$ cat src/hdl/bsed_pkg.sv
// shared types, character codes and helpers for the backslash escape decoder
`timescale 1ns / 1ps
package bsed_pkg;

  localparam int unsigned BSED_QUEUE_DEPTH = 4;
  localparam int unsigned BSED_MAX_BYTES   = 3;

  localparam logic [7:0] CHR_BSLASH = 8'h5C;
  localparam logic [7:0] CHR_N      = 8'h6E;
  localparam logic [7:0] CHR_R      = 8'h72;
  localparam logic [7:0] CHR_T      = 8'h74;
  localparam logic [7:0] CHR_X      = 8'h78;
  localparam logic [7:0] CHR_LF     = 8'h0A;
  localparam logic [7:0] CHR_CR     = 8'h0D;
  localparam logic [7:0] CHR_TAB    = 8'h09;

  typedef enum logic [3:0] {
    MODE_TEXT = 4'b0001,
    MODE_ESC  = 4'b0010,
    MODE_HEX0 = 4'b0100,
    MODE_HEX1 = 4'b1000
  } mode_e;

  // one decoded group: up to three bytes from a single input transaction
  typedef struct packed {
    logic [BSED_MAX_BYTES-1:0][7:0] bytes;
    logic [1:0]                     cnt;
    logic                           last;
  } entry_t;

  typedef struct packed {
    logic       ok;
    logic [3:0] val;
  } hex_t;

  function automatic hex_t hex_of(input logic [7:0] ch);
    hex_t h;
    h.ok  = 1'b1;
    h.val = 4'd0;
    if (ch >= 8'h30 && ch <= 8'h39) begin
      h.val = ch[3:0];
    end else if ((ch >= 8'h61 && ch <= 8'h66) || (ch >= 8'h41 && ch <= 8'h46)) begin
      h.val = 4'(ch[3:0] + 4'd9);
    end else begin
      h.ok = 1'b0;
    end
    return h;
  endfunction

endpackage

$ cat src/hdl/bsed_front.sv
// front end: accepts raw bytes, tracks escape state and forms decoded groups
`timescale 1ns / 1ps
module bsed_front (
  input  logic            clk_i,
  input  logic            rst_ni,
  input  logic            in_valid_i,
  input  logic [7:0]      in_byte_i,
  input  logic            in_last_i,
  output logic            in_ready_o,
  input  logic            q_full_i,
  output logic            push_o,
  output bsed_pkg::entry_t push_entry_o
);
  import bsed_pkg::*;

  mode_e      mode_q, mode_d;
  logic [7:0] held_q, held_d;
  entry_t     ent;
  hex_t       hex_in, hex_held;
  logic       accept;

  assign in_ready_o = !q_full_i;
  assign accept     = in_valid_i && in_ready_o;
  assign hex_in     = hex_of(in_byte_i);
  assign hex_held   = hex_of(held_q);

  always_comb begin
    ent    = '0;
    mode_d = MODE_TEXT;
    held_d = held_q;
    unique case (mode_q)
      MODE_TEXT: begin
        if (in_byte_i == CHR_BSLASH && !in_last_i) begin
          mode_d = MODE_ESC;
        end else begin
          ent.bytes[0] = in_byte_i;
          ent.cnt      = 2'd1;
        end
      end
      MODE_ESC: begin
        ent.cnt = 2'd1;
        case (in_byte_i)
          CHR_N: ent.bytes[0] = CHR_LF;
          CHR_R: ent.bytes[0] = CHR_CR;
          CHR_T: ent.bytes[0] = CHR_TAB;
          CHR_X: begin
            if (in_last_i) begin
              ent.bytes[0] = CHR_X;
            end else begin
              ent.cnt = 2'd0;
              mode_d  = MODE_HEX0;
            end
          end
          default: ent.bytes[0] = in_byte_i;
        endcase
      end
      MODE_HEX0: begin
        if (hex_in.ok && !in_last_i) begin
          held_d = in_byte_i;
          mode_d = MODE_HEX1;
        end else begin
          // bad or cut-off escape: literal x, then byte as text or an escape
          ent.bytes[0] = CHR_X;
          if (in_byte_i == CHR_BSLASH && !in_last_i) begin
            ent.cnt = 2'd1;
            mode_d  = MODE_ESC;
          end else begin
            ent.bytes[1] = in_byte_i;
            ent.cnt      = 2'd2;
          end
        end
      end
      default: begin
        held_d = '0;
        if (hex_in.ok) begin
          ent.bytes[0] = {hex_held.val, hex_in.val};
          ent.cnt      = 2'd1;
        end else begin
          ent.bytes[0] = CHR_X;
          ent.bytes[1] = held_q;
          if (in_byte_i == CHR_BSLASH && !in_last_i) begin
            ent.cnt = 2'd2;
            mode_d  = MODE_ESC;
          end else begin
            ent.bytes[2] = in_byte_i;
            ent.cnt      = 2'd3;
          end
        end
      end
    endcase
    ent.last = in_last_i;
    if (in_last_i) begin
      mode_d = MODE_TEXT;
      held_d = '0;
    end
  end

  always_ff @(posedge clk_i or negedge rst_ni) begin
    if (!rst_ni) begin
      mode_q <= MODE_TEXT;
      held_q <= '0;
    end else if (accept) begin
      mode_q <= mode_d;
      held_q <= held_d;
    end
  end

  assign push_o       = accept && (ent.cnt != 2'd0);
  assign push_entry_o = ent;

endmodule

$ cat src/hdl/bsed_queue.sv
// small queue of decoded groups between front end and back end
`timescale 1ns / 1ps
module bsed_queue #(
  parameter int unsigned Depth = bsed_pkg::BSED_QUEUE_DEPTH
) (
  input  logic             clk_i,
  input  logic             rst_ni,
  input  logic             push_i,
  input  bsed_pkg::entry_t push_entry_i,
  output logic             full_o,
  input  logic             pop_i,
  output logic             empty_o,
  output bsed_pkg::entry_t head_o
);
  import bsed_pkg::*;

  localparam int unsigned PtrW = (Depth > 1) ? $clog2(Depth) : 1;
  localparam int unsigned CntW = $clog2(Depth + 1);

  entry_t          mem_q [Depth];
  logic [PtrW-1:0] wr_ptr_q, rd_ptr_q;
  logic [CntW-1:0] count_q;
  logic            do_push, do_pop;

  assign full_o  = (count_q == CntW'(Depth));
  assign empty_o = (count_q == '0);
  assign do_push = push_i && !full_o;
  assign do_pop  = pop_i && !empty_o;
  assign head_o  = mem_q[rd_ptr_q];

  function automatic logic [PtrW-1:0] next_ptr(input logic [PtrW-1:0] p);
    return (p == PtrW'(Depth - 1)) ? '0 : PtrW'(p + 1'b1);
  endfunction

  always_ff @(posedge clk_i) begin
    if (do_push) begin
      mem_q[wr_ptr_q] <= push_entry_i;
    end
  end

  always_ff @(posedge clk_i or negedge rst_ni) begin
    if (!rst_ni) begin
      wr_ptr_q <= '0;
      rd_ptr_q <= '0;
      count_q  <= '0;
    end else begin
      if (do_push) wr_ptr_q <= next_ptr(wr_ptr_q);
      if (do_pop)  rd_ptr_q <= next_ptr(rd_ptr_q);
      if (do_push && !do_pop) begin
        count_q <= CntW'(count_q + 1'b1);
      end else if (do_pop && !do_push) begin
        count_q <= CntW'(count_q - 1'b1);
      end
    end
  end

endmodule

$ cat src/hdl/bsed_back.sv
// back end: walks each decoded group byte by byte into the output register
`timescale 1ns / 1ps
module bsed_back (
  input  logic             clk_i,
  input  logic             rst_ni,
  input  logic             q_empty_i,
  input  bsed_pkg::entry_t head_i,
  output logic             pop_o,
  output logic             out_valid_o,
  output logic [7:0]       out_byte_o,
  output logic             out_last_o,
  input  logic             out_ready_i
);
  import bsed_pkg::*;

  logic [1:0] idx_q;
  logic       out_valid_q;
  logic [7:0] out_byte_q;
  logic       out_last_q;
  logic       load, final_byte;

  assign load       = !q_empty_i && (!out_valid_q || out_ready_i);
  assign final_byte = (idx_q == 2'(head_i.cnt - 2'd1));
  assign pop_o      = load && final_byte;

  always_ff @(posedge clk_i or negedge rst_ni) begin
    if (!rst_ni) begin
      idx_q       <= '0;
      out_valid_q <= 1'b0;
    end else if (load) begin
      out_valid_q <= 1'b1;
      idx_q       <= final_byte ? 2'd0 : 2'(idx_q + 2'd1);
    end else if (out_ready_i) begin
      out_valid_q <= 1'b0;
    end
  end

  always_ff @(posedge clk_i) begin
    if (load) begin
      out_byte_q <= head_i.bytes[idx_q];
      out_last_q <= final_byte && head_i.last;
    end
  end

  assign out_valid_o = out_valid_q;
  assign out_byte_o  = out_byte_q;
  assign out_last_o  = out_last_q;

endmodule

$ cat src/hdl/backslash_escape_decoder.sv
// Backslash escape decoder top level. One raw byte is taken per cycle; each
// transaction yields zero to three decoded bytes (three only for a broken \x
// escape after a valid first digit). The front end decides a whole group in the
// cycle it accepts the byte, and the back end sends it out one byte per cycle
// while not stalled, from a single output register. Sustained rate is one input
// per cycle as long as each transaction yields at most one byte and the output
// does not stall; multi-byte groups hold the output until all their bytes are
// sent, and the group queue (QueueDepth entries) absorbs them until it fills and
// s_axis_tready_o drops.
`timescale 1ns / 1ps
module backslash_escape_decoder #(
  parameter int unsigned QueueDepth = bsed_pkg::BSED_QUEUE_DEPTH
) (
  input  logic       clk_i,
  input  logic       rst_ni,
  input  logic       s_axis_tvalid_i,
  output logic       s_axis_tready_o,
  input  logic [7:0] s_axis_tdata_i,   // [7:0] in_byte
  input  logic       s_axis_tlast_i,   // in_last
  output logic       m_axis_tvalid_o,
  input  logic       m_axis_tready_i,
  output logic [7:0] m_axis_tdata_o,   // [7:0] out_byte
  output logic       m_axis_tlast_o    // out_last
);
  import bsed_pkg::*;

  logic   q_full, q_empty, push, pop;
  entry_t push_entry, head;

  bsed_front u_front (
    .clk_i        (clk_i),
    .rst_ni       (rst_ni),
    .in_valid_i   (s_axis_tvalid_i),
    .in_byte_i    (s_axis_tdata_i),
    .in_last_i    (s_axis_tlast_i),
    .in_ready_o   (s_axis_tready_o),
    .q_full_i     (q_full),
    .push_o       (push),
    .push_entry_o (push_entry)
  );

  bsed_queue #(
    .Depth (QueueDepth)
  ) u_queue (
    .clk_i        (clk_i),
    .rst_ni       (rst_ni),
    .push_i       (push),
    .push_entry_i (push_entry),
    .full_o       (q_full),
    .pop_i        (pop),
    .empty_o      (q_empty),
    .head_o       (head)
  );

  bsed_back u_back (
    .clk_i       (clk_i),
    .rst_ni      (rst_ni),
    .q_empty_i   (q_empty),
    .head_i      (head),
    .pop_o       (pop),
    .out_valid_o (m_axis_tvalid_o),
    .out_byte_o  (m_axis_tdata_o),
    .out_last_o  (m_axis_tlast_o),
    .out_ready_i (m_axis_tready_i)
  );

endmodule

$ cat config.mk
export PLATFORM = sky130hd
export DESIGN_NAME = backslash_escape_decoder
export DESIGN_NICKNAME = d
export VERILOG_FILES = /design/src/hdl/bsed_pkg.sv /design/src/hdl/bsed_front.sv /design/src/hdl/bsed_queue.sv /design/src/hdl/bsed_back.sv /design/src/hdl/backslash_escape_decoder.sv
export SDC_FILE = /design/constraint.sdc
export NUM_CORES = 1
export LEC_CHECK = 0
export BUFFER_PORTS_ARGS = -buffer_cell sky130_fd_sc_hd__clkbuf_2
export CAP_MARGIN = 20
export CORE_ASPECT_RATIO = 1.5
export CORE_MARGIN = 4
export CORE_UTILIZATION = 25
export DETAILED_ROUTE_END_ITERATION = 7
export PLACE_DENSITY_LB_ADDON = 0.12
export SLEW_MARGIN = 20
export SYNTH_ARGS = -nofsm -noshare
export SYNTH_HDL_FRONTEND = slang
export SYNTH_SLANG_ARGS = --single-unit
$ cat constraint.sdc
create_clock -name clk_i -period 3.9 [get_ports clk_i]
set_input_delay 0.195 -clock clk_i [delete_from_list [all_inputs] [get_ports clk_i]]
set_output_delay 0.195 -clock clk_i [all_outputs]
set_load 0.05 [all_outputs]
# == Word-level counts from Yosys, hierarchy flattened ==
# Memories as Yosys holds them, arrays and structs flattened.
# Index checks and enable logic that the tools add are counted.
# totals
ff_bits,31
input_bits,13
mem_count,1
output_inout_bits,11
wordCells,118
ram_bits,108
# mem_list
memory,depth,word_bits,read_ports,rd_ports_with_merged_regs,wr,line,source
u_queue.mem_q,4,27,1,0,1,bsed_queue.sv:20,entry_t mem_q [Depth];
# classes
add_sub_neg,8
magnitude_cmp,13
n_eq_ne,14
mux,40
reduce_logical,33
# ops
cell,n
8-bit by 7-bit == test with 1-bit output (second input constant),5
8-bit two-way mux,5
8-bit by 7-bit greater-or-equal comparator with 1-bit output (second input constant),4
8-bit by 7-bit <= comparator with 1-bit output (second input constant),4
8-bit case mux with 2 select lines,2
8-bit case mux with 4 select lines,1
10-bit case mux with 3 select lines,1
4-bit two-way mux,7
10-bit two-way mux,2
18-bit two-way mux,1
1-bit logical AND,17
8-bit binary-select mux with 2-bit select,1
8-bit by 6-bit greater-or-equal comparator with 1-bit output (second input constant),2
8-bit by 6-bit <= comparator with 1-bit output (second input constant),2
16-bit two-way mux,1
2-bit two-way mux,6
4-bit case mux with 3 select lines,1
3-bit two-way mux,3
4-bit adder (second input constant),2
1-bit two-way mux,8
7-bit two-way mux,1
2-bit by 1-bit adder with 2-bit output (second input constant),3
1-bit zero test,6
2-bit nonzero test,3
other kinds (17),20

# == Depth between registers and ports, before layout ==
# Gate-level depths: netlist of the first run.
# depth
ltp_word,15
ltp_mapped,14
mapped_depth_nobuf,13

# == Modules after synthesis ==
# Synthesis of the first run repeated with hierarchy kept, for this count alone.
# unflattened
hier_cells,404
hier_area_um2,6412.4
# modules_own_cells
module,instances,area_per_inst_um2,cells_per_inst,seq_area_each_um2
bsed_queue,1,4352.9,178,3418.3
bsed_front,1,1428.9,169,301.5
bsed_back,1,630.6,57,345.3

# == Least setup slack after synthesis of the first run ==
# No wires, ideal clock.
# synth_timing
kind,input-to-reg
start,input port s_axis_tdata_i[0]
end,register u_queue.count_q[1]
arrival_time_ns,2.748
path_buffers,0
setup_time_ns,0.125
slack_ns,1.027
cell_stages,11
path_cell_list,inv_1 > ha_1 > o21bai_1 > a2111oi_0 > o21ai_0 > a211oi_4 > nor2_2 > ha_1 > inv_1 > fa_1 > mux2_2
# synth_between
elab_chain_len,14
elab_cells_between_ends,31
classes_between,order compare: 6; eq/ne: 2; mux: 10; reduce/logical: 13
# synth_lines
element,line,source
from (decl),backslash_escape_decoder.sv:18,"input logic [7:0] s_axis_tdata_i,"
8-bit by 7-bit greater-or-equal comparator with 1-bit output / 8-bit by 7-bit <= comparator with 1-bit output (equally long branches),bsed_pkg.sv:42,end else if ((ch >= 8'h61 && ch <= 8'h66) || (ch >= 8'h41 && ch <= 8'h46)) begin
1-bit logical AND,bsed_pkg.sv:42,
1-bit logical OR,bsed_pkg.sv:42,
1-bit two-way mux,bsed_pkg.sv:42,
1-bit two-way mux,bsed_pkg.sv:40,if (ch >= 8'h30 && ch <= 8'h39) begin
1-bit logical AND,bsed_front.sv:58,if (hex_in.ok && !in_last_i) begin
18-bit two-way mux,bsed_front.sv:58,
10-bit case mux with 3 select lines *,bsed_front.sv:31,unique case (mode_q)
2-bit nonzero test *,bsed_front.sv:108,assign push_o = accept && (ent.cnt != 2'd0);
1-bit logical AND *,bsed_front.sv:108,
1-bit logical AND *,bsed_queue.sv:27,assign do_push = push_i && !full_o;
via u_queue.do_push,bsed_queue.sv:23,"logic do_push, do_pop;"
1-bit zero test,bsed_queue.sv:51,end else if (do_pop && !do_push) begin
1-bit logical AND,bsed_queue.sv:51,
2-bit nonzero test (no source line),-,
to (signal assigned),bsed_queue.sv:50,count_q <= CntW'(count_q + 1'b1);
to (signal assigned),bsed_queue.sv:52,count_q <= CntW'(count_q - 1'b1);
to (decl),bsed_queue.sv:22,logic [CntW-1:0] count_q;
# The timed path passes the listed nets; every way through them passes the cells marked *.
# A chain may end at the register's enable or synchronous reset.

# == Worst setup path after layout of the first run ==
# layout_timing
start,register u_front.mode_q[0]
end,register u_queue.count_q[2]
# layout_between
elab_chain_len,8
elab_cells_between_ends,12
classes_between,eq/ne: 3; mux: 2; reduce/logical: 7
# layout_lines
element,line,source
from (decl),bsed_front.sv:16,"mode_e mode_q, mode_d;"
from (signal assigned),bsed_front.sv:103,mode_q <= mode_d;
4-bit by 3-bit == test with 1-bit output (tied with other cells),bsed_front.sv:31,
10-bit case mux with 3 select lines *,bsed_front.sv:31,
2-bit nonzero test *,bsed_front.sv:108,
1-bit logical AND *,bsed_front.sv:108,
1-bit logical AND *,bsed_queue.sv:27,
via u_queue.do_push,bsed_queue.sv:23,
1-bit zero test,bsed_queue.sv:51,
1-bit logical AND,bsed_queue.sv:51,
2-bit nonzero test (no source line),-,
# Marked as above.

==> results.sh, run 1 <==
export IMPL_die_area_sq_um=28000
export IMPL_grtUsageTotal=0.118
export IMPL_drtIter0Drc=247
export IMPL_period_minus_slack_ns=3.12
export IMPL_synth_edff_count=117
export IMPL_detailedRoute_firstPassIterationCount=4
export IMPL_critPathLaunch="u_front.mode_q[0]"
export IMPL_unrepaired_setup_endpoints_after_global_routing="no"
export IMPL_via_count=3671
export IMPL_grt_max_degree=28
export IMPL_vdd_ir_drop_max_mv=0.288
export IMPL_cp_max_fo=9
export IMPL_multi_input_area_sq_um=2100
export IMPL_totalNegativeSetupSlack_ns=0
export IMPL_crit_path_end_kind="register"
export IMPL_yosys_cell_types_count=61
export IMPL_route_detailed_drc=0
export IMPL_ys_warnings_count=0
export IMPL_timing_clock_skew_ns=0.00505
export IMPL_max_cap_viol_count=0
export IMPL_final_min_period_over_clock_period=0.800
export IMPL_detailed_place_hpwl_um=10400
export IMPL_die_height_um=203
export IMPL_synth_register_bits=139
export IMPL_worst_r2r_startpoint="u_front.mode_q[0]"
export IMPL_io_pins=24
export IMPL_synth_area_per_cell_sq_um=15.6
export IMPL_gp_routability_congestion=0.789
export IMPL_final_seq_area_sq_um=4070
export IMPL_timing_worst_slew_pin_value_ns=0.931
export IMPL_timing_critical_path_required_ns=4.24
export IMPL_fmax_mhz=321
export IMPL_areaGrowthSynthToFinish_pct=19.8
export IMPL_cell_row_count=71
export IMPL_first_global_vias=3894
export IMPL_worstSetupEndpoint="u_queue.count_q[2]"
export IMPL_most_common_layout_cells="sky130_fd_sc_hd__edfxtp_1 (117), sky130_fd_sc_hd__mux4_2 (27), sky130_fd_sc_hd__clkbuf_2 (23), sky130_fd_sc_hd__inv_1 (21), sky130_fd_sc_hd__dfrtp_1 (20)"
export IMPL_worst_hold_class="in2reg"
export IMPL_critPathKind="reg2reg"
export IMPL_core_sq_um=25100
export IMPL_n_fill_cell=2544
export IMPL_clk_pin_slew_worst_paths_ns=0.06
export IMPL_synth_flop_cell="sky130_fd_sc_hd__edfxtp_1"
export IMPL_clock_tree_buffer_depth=2
export IMPL_cts_root_buf="sky130_fd_sc_hd__clkbuf_16"
export IMPL_setup_violations=0
export IMPL_cts_htree_levels=4
export IMPL_syn_instance_count=407
export IMPL_reg2regPathDepth=11
export IMPL_finalMaxSlewViolations=0
export IMPL_initial_core_util=0.253
export IMPL_final_critical_path_setup_slack_ns=0.781
export IMPL_routed_wire_length_per_instance_um=19.6
export IMPL_syn_num_nets=435
export IMPL_die_width_um=138
export IMPL_antenna_violations_before_repair=0
export IMPL_postSynth_asyncResetShare=0.158
export IMPL_routed_via_density=4.66
export IMPL_ant_nets=0
export IMPL_grt_overflow_total=0
export IMPL_layout_cells_most_common="sky130_fd_sc_hd__edfxtp_1"
export IMPL_synth_yosys_seq_area_share=0.642
export IMPL_cts_made_buffers=17
export IMPL_static_leakage_power_nw=2.70
export IMPL_crit_reg2reg_capture="u_queue.count_q[2]"
export IMPL_synth_top_cells_by_area="sky130_fd_sc_hd__edfxtp_1 (55%), sky130_fd_sc_hd__mux4_2 (9.6%), sky130_fd_sc_hd__dfrtp_1 (8.3%)"
export IMPL_synth_area_leader_cell="sky130_fd_sc_hd__edfxtp_1"
export IMPL_timing_critical_path_from_type="register"
export IMPL_antenna_fix_cells=0
export IMPL_timing_hold_violations_final=0
export IMPL_grt_pass1_wl_um=23700
export IMPL_port_buffers=23
export IMPL_post_cts_setup_buffer_count=0
export IMPL_synth_top_area_frac=0.555
export IMPL_cts_tree="built"
export IMPL_min_path_cells=2
export IMPL_worst_slew_margin_rel=0.363
export IMPL_setup_reg_to_reg_worst_slack_ns=0.78
export IMPL_critPathArrivalTime_ns=3.46
export IMPL_total_power_per_unit_cell_area_nw_per_um2=736
export IMPL_clk_insertion_delay_late_ns=0.42
export IMPL_route_final_wire_length_um=15400
export IMPL_outcome="finished, final reports clean"
export IMPL_layout_drive_gt1_share=0.240
export IMPL_design_final_nets=474
export IMPL_dpl_worst_slack_ns=0.455
export IMPL_cts_num_sinks=139
export IMPL_post_synth_instance_area_sq_um=6330
==> registers in the layout (all words and copies together) (netlist names) <==
register            count
u_queue.mem_q         108
u_back.out_byte_o       8
u_front.held_q          8
u_front.mode_q          4
u_queue.count_q         3
u_back.idx_q            2
u_queue.rd_ptr_q        2
u_queue.wr_ptr_q        2
u_back.out_last_o       1
u_back.out_valid_o      1
==> worst max-delay path, cell delays in order (launching register included) <==
cell                       delay [ns]
sky130_fd_sc_hd__dfstp_2         0.58
sky130_fd_sc_hd__xor2_1          0.10
sky130_fd_sc_hd__o211ai_1        0.62
sky130_fd_sc_hd__mux2_4          0.30
sky130_fd_sc_hd__a211oi_4        0.05
sky130_fd_sc_hd__nor2_2          0.28
sky130_fd_sc_hd__ha_1            0.26
sky130_fd_sc_hd__inv_1           0.06
sky130_fd_sc_hd__fa_1            0.37
sky130_fd_sc_hd__xor2_1          0.15
sky130_fd_sc_hd__nor2_1          0.11
sky130_fd_sc_hd__xor2_1          0.17
==> cell type report <==
cell class | instances | share of cell area
tap | 328 | 0.0541
sequential | 139 | 0.536
timing repair buffer | 39 | 0.0317
multi-input combinational | 228 | 0.276
clock buffer | 17 | 0.0561
inverter | 21 | 0.0104
clock inverter | 15 | 0.0353
==> synth_stat cells (3+ instances only) <==
library cell,number
sky130_fd_sc_hd__a211oi_1,3
sky130_fd_sc_hd__a21o_1,4
sky130_fd_sc_hd__a21oi_1,7
sky130_fd_sc_hd__a22o_1,13
sky130_fd_sc_hd__and2_1,13
sky130_fd_sc_hd__and3_1,9
sky130_fd_sc_hd__buf_1,3
sky130_fd_sc_hd__buf_2,4
sky130_fd_sc_hd__clkbuf_1,10
sky130_fd_sc_hd__dfrtp_1,21
sky130_fd_sc_hd__edfxtp_1,117
sky130_fd_sc_hd__ha_1,14
sky130_fd_sc_hd__inv_1,21
sky130_fd_sc_hd__mux2_2,4
sky130_fd_sc_hd__mux2_4,3
sky130_fd_sc_hd__mux2i_1,12
sky130_fd_sc_hd__mux4_2,27
sky130_fd_sc_hd__nand2_1,19
sky130_fd_sc_hd__nand2b_1,3
sky130_fd_sc_hd__nand3_1,4
sky130_fd_sc_hd__nor2_1,13
sky130_fd_sc_hd__nor3_1,8
sky130_fd_sc_hd__nor4_1,3
sky130_fd_sc_hd__o21ai_0,14
sky130_fd_sc_hd__o22ai_1,8
sky130_fd_sc_hd__xor2_1,3
==> report_power, final <==
part	internal [mW]	total [mW]	switching [mW]
Combinational	0.630	1.55	0.919
Sequential	2.00	2.13	0.135
Clock	1.27	1.90	0.634
Total	3.89	5.58	1.69
==> worst min-delay path by stage <==
stage | start | end
2_1_floorplan | rst_ni | u_back.idx_q[0]
3_3_place_gp | rst_ni | u_back.idx_q[1]
3_5_place_dp | rst_ni | u_back.idx_q[1]
4_1_cts | s_axis_tdata_i[5] | u_front.held_q[5]
5_1_grt | s_axis_tdata_i[5] | u_front.held_q[5]
6_report | s_axis_tdata_i[5] | u_front.held_q[5]
==> kinds of logic after synthesis <==
family	synth area share
flops	0.642
simple gates	0.0757
compound gates	0.0883
mux	0.129
buf+inv	0.0269
fa+ha+maj	0.0308
xor+xnor	0.00692
==> stage by stage <==
| step | utilization | power [mW] | instances | area [sq um] | hold slack [ns] |
|---|---|---|---|---|---|
| finish | 0.303 | 5.58 | 787 | 7580 | 0.154 |
| global route | 0.303 | 5.89 | 787 | 7580 | 0.159 |
| CTS | 0.303 | 5.70 | 787 | 7580 | 0.114 |
| detailed placement | 0.274 | 3.78 | 753 | 6870 | 0.274 |
| global placement | 0.274 | 3.76 | 753 | 6870 | 0.260 |
| floorplan | - | 3.30 | 407 | 6330 | -0.101 |
==> metal layers <==
metal  GRT usage  wire length, um
met5           0                0
met4      0.0459              304
met3      0.0253              465
met2       0.203             8130
met1       0.142             6500
==> timing repair <==
item | in CTS | in global routing
endpoints found under the hold margin | 22 | 0
gates resized for setup | 0 | 0
hold buffers | 2 | 0
(Power assumes the default switching activity.)
==> run 2: changes to the inputs <==
Clock period 3.9 ns to 2.83 ns, I/O delays scaled along.
==> results.sh, run 2 (synthesis gave the netlist of run 1 again) <==
export IMPL_unrepaired_setup_endpoints_after_global_routing="no"
export IMPL_total_power_per_unit_cell_area_nw_per_um2=983
export IMPL_io_pins=24
export IMPL_port_buffers=23
export IMPL_crit_chain="xor2_1, o211ai_1, mux2_4, a211oi_4, nor2_2, ha_1, inv_1, fa_1, mux2_2"
export IMPL_timing_critical_path_from_type="register"
export IMPL_period_minus_slack_ns=2.68
export IMPL_worst_slew_margin_rel=0.573
export IMPL_detailed_place_hpwl_um=10500
export IMPL_final_min_period_over_clock_period=0.946
export IMPL_cts_root_buf="sky130_fd_sc_hd__clkbuf_16"
export IMPL_antenna_violations_before_repair=0
export IMPL_slowest_stage="sky130_fd_sc_hd__dfstp_2"
export IMPL_layout_drive_gt1_share=0.284
export IMPL_drtIter0Drc=182
export IMPL_timing_critical_path_max_delay_family="adder cells"
export IMPL_grt_overflow_total=0
export IMPL_routed_wire_length_per_instance_um=19.0
export IMPL_setup_reg_to_reg_worst_slack_ns=0.15
export IMPL_routed_via_density=4.55
export IMPL_worst_hold_startpoint="s_axis_tdata_i[5]"
export IMPL_final_seq_area_sq_um=4070
export IMPL_areaGrowthSynthToFinish_pct=23.0
export IMPL_first_global_vias=4044
export IMPL_reg2regPathDepth=9
export IMPL_via_count=3694
export IMPL_worstPathBufferInverterCount=1
export IMPL_timing_clock_skew_ns=0.00964
export IMPL_ant_nets=0
export IMPL_grt_pass1_wl_um=24300
export IMPL_clk_pin_slew_worst_paths_ns=0.06
export IMPL_crit_path_end_kind="register"
export IMPL_slowest_delay_ns=0.58
export IMPL_route_final_wire_length_um=15400
export IMPL_holdWs_ns=0.138
export IMPL_setup_violations=0
export IMPL_detailedRoute_firstPassIterationCount=5
export IMPL_timing_worst_slew_pin_value_ns=0.641
export IMPL_finalMaxSlewViolations=0
export IMPL_final_critical_path_setup_slack_ns=0.152
export IMPL_largest_reg_flops=108
export IMPL_holdPathEnd="u_front.held_q[5]"
export IMPL_critPathArrivalTime_ns=2.98
export IMPL_timing_critical_path_required_ns=3.13
export IMPL_die_height_um=203
export IMPL_grtUsageTotal=0.119
export IMPL_totalNegativeSetupSlack_ns=0
export IMPL_crit_reg2reg_capture="u_queue.count_q[1]"
export IMPL_grt_max_degree=28
export IMPL_power_mw=7.66
export IMPL_clock_tree_buffer_depth=2
export IMPL_worst_hold_class="in2reg"
export IMPL_die_area_sq_um=28000
export IMPL_fmax_mhz=373
export IMPL_dpl_worst_slack_ns=-0.0243
export IMPL_worst_r2r_startpoint="u_front.mode_q[0]"
export IMPL_timing_hold_violations_final=0
export IMPL_max_cap_viol_count=0
export IMPL_antenna_fix_cells=0
export IMPL_multi_input_area_sq_um=2110
export IMPL_cp_max_fo=5
export IMPL_critPathKind="reg2reg"
export IMPL_vdd_ir_drop_max_mv=0.538
export IMPL_outcome="finished, final reports clean"
export IMPL_cts_num_sinks=139
export IMPL_cts_made_buffers=17
export IMPL_initial_core_util=0.253
export IMPL_layout_core_utilization=0.311
export IMPL_largest_register="u_queue.mem_q"
export IMPL_cts_htree_levels=4
export IMPL_die_width_um=138
export IMPL_route_detailed_drc=0
export IMPL_static_leakage_power_nw=2.83
export IMPL_design_final_nets=499
export IMPL_cts_tree="built"
export IMPL_gp_routability_congestion=0.795
export IMPL_layout_cells_most_common="sky130_fd_sc_hd__edfxtp_1"
export IMPL_min_path_cells=3
export IMPL_n_fill_cell=2504
export IMPL_most_common_layout_cells="sky130_fd_sc_hd__edfxtp_1 (117), sky130_fd_sc_hd__buf_4 (35), sky130_fd_sc_hd__mux4_2 (27), sky130_fd_sc_hd__clkbuf_2 (23), sky130_fd_sc_hd__inv_1 (21)"
export IMPL_cell_row_count=71
export IMPL_core_sq_um=25100
export IMPL_clk_insertion_delay_late_ns=0.42
-- run 2: changes by cell type in the layout (fill, tap and decap cells not counted), sizes merged --
cell      change
buf          +25
bufinv        -2
clkinv        +2
clkinvlp      -1
-- run 2: worst max path at each step --
| stage | from | cells past startpoint | endpoint | slack, ns |
|---|---|---|---|---|
| after floorplan | s_axis_tdata_i[0] | 11 | u_queue.count_q[1] | 0.01 |
| after global placement | s_axis_tdata_i[0] | 13 | u_queue.count_q[1] | 0.03 |
| after detailed placement | s_axis_tdata_i[0] | 13 | u_queue.count_q[1] | -0.02 |
| after CTS | u_queue.rd_ptr_q[0] | 10 | u_queue.count_q[1] | 0.06 |
| after global routing | u_queue.rd_ptr_q[0] | 12 | u_queue.count_q[2] | 0.01 |
| final | u_front.mode_q[0] | 9 | u_queue.count_q[1] | 0.15 |
-- run 2: layer usage --
layer / vias up / track usage / wire [um]
met5: - / 0 / 0
met3: 16 / 0.0208 / 322
met4: 0 / 0.0480 / 281
li1: 1730 / - / -
met2: 57 / 0.206 / 8230
met1: 1891 / 0.145 / 6590
-- run 2: cell type report --
type | instances | share of cell area
multi-input cells | 228 | 0.271
clock buffers | 17 | 0.0546
repair buffers | 64 | 0.0614
flip-flops and latches | 139 | 0.522
well taps | 328 | 0.0527
inverters | 21 | 0.0101
clock inverters | 14 | 0.0280
-- run 2: report_power, final --
part	switching, mW	total (mW)	internal [mW]	leakage [nW]
Combinational	1.35	2.33	0.979	1.16
Clock	0.856	2.42	1.56	0.308
Sequential	0.155	2.90	2.75	1.36
-- run 2: tightest hold or removal path: cells and delay by family --
kind | cells | cell delay, ns
AOI/OAI and AO/OA | 1 | 0.12
buffers and inverters | 2 | 0.26
-- run 2: stage by stage --
step	instance area [sq um]	instances
after global placement	7090	776
after floorplan	6330	407
after global routing	7790	811
after CTS	7760	809
after detailed placement	7090	776
final	7790	811
-- run 2: timing repair --
item	CTS	global route
buffers inserted	0	2
resized for setup	0	7
endpoints found under the hold margin	22	0
hold buffers	2	0
endpoints found under the setup margin	0	2
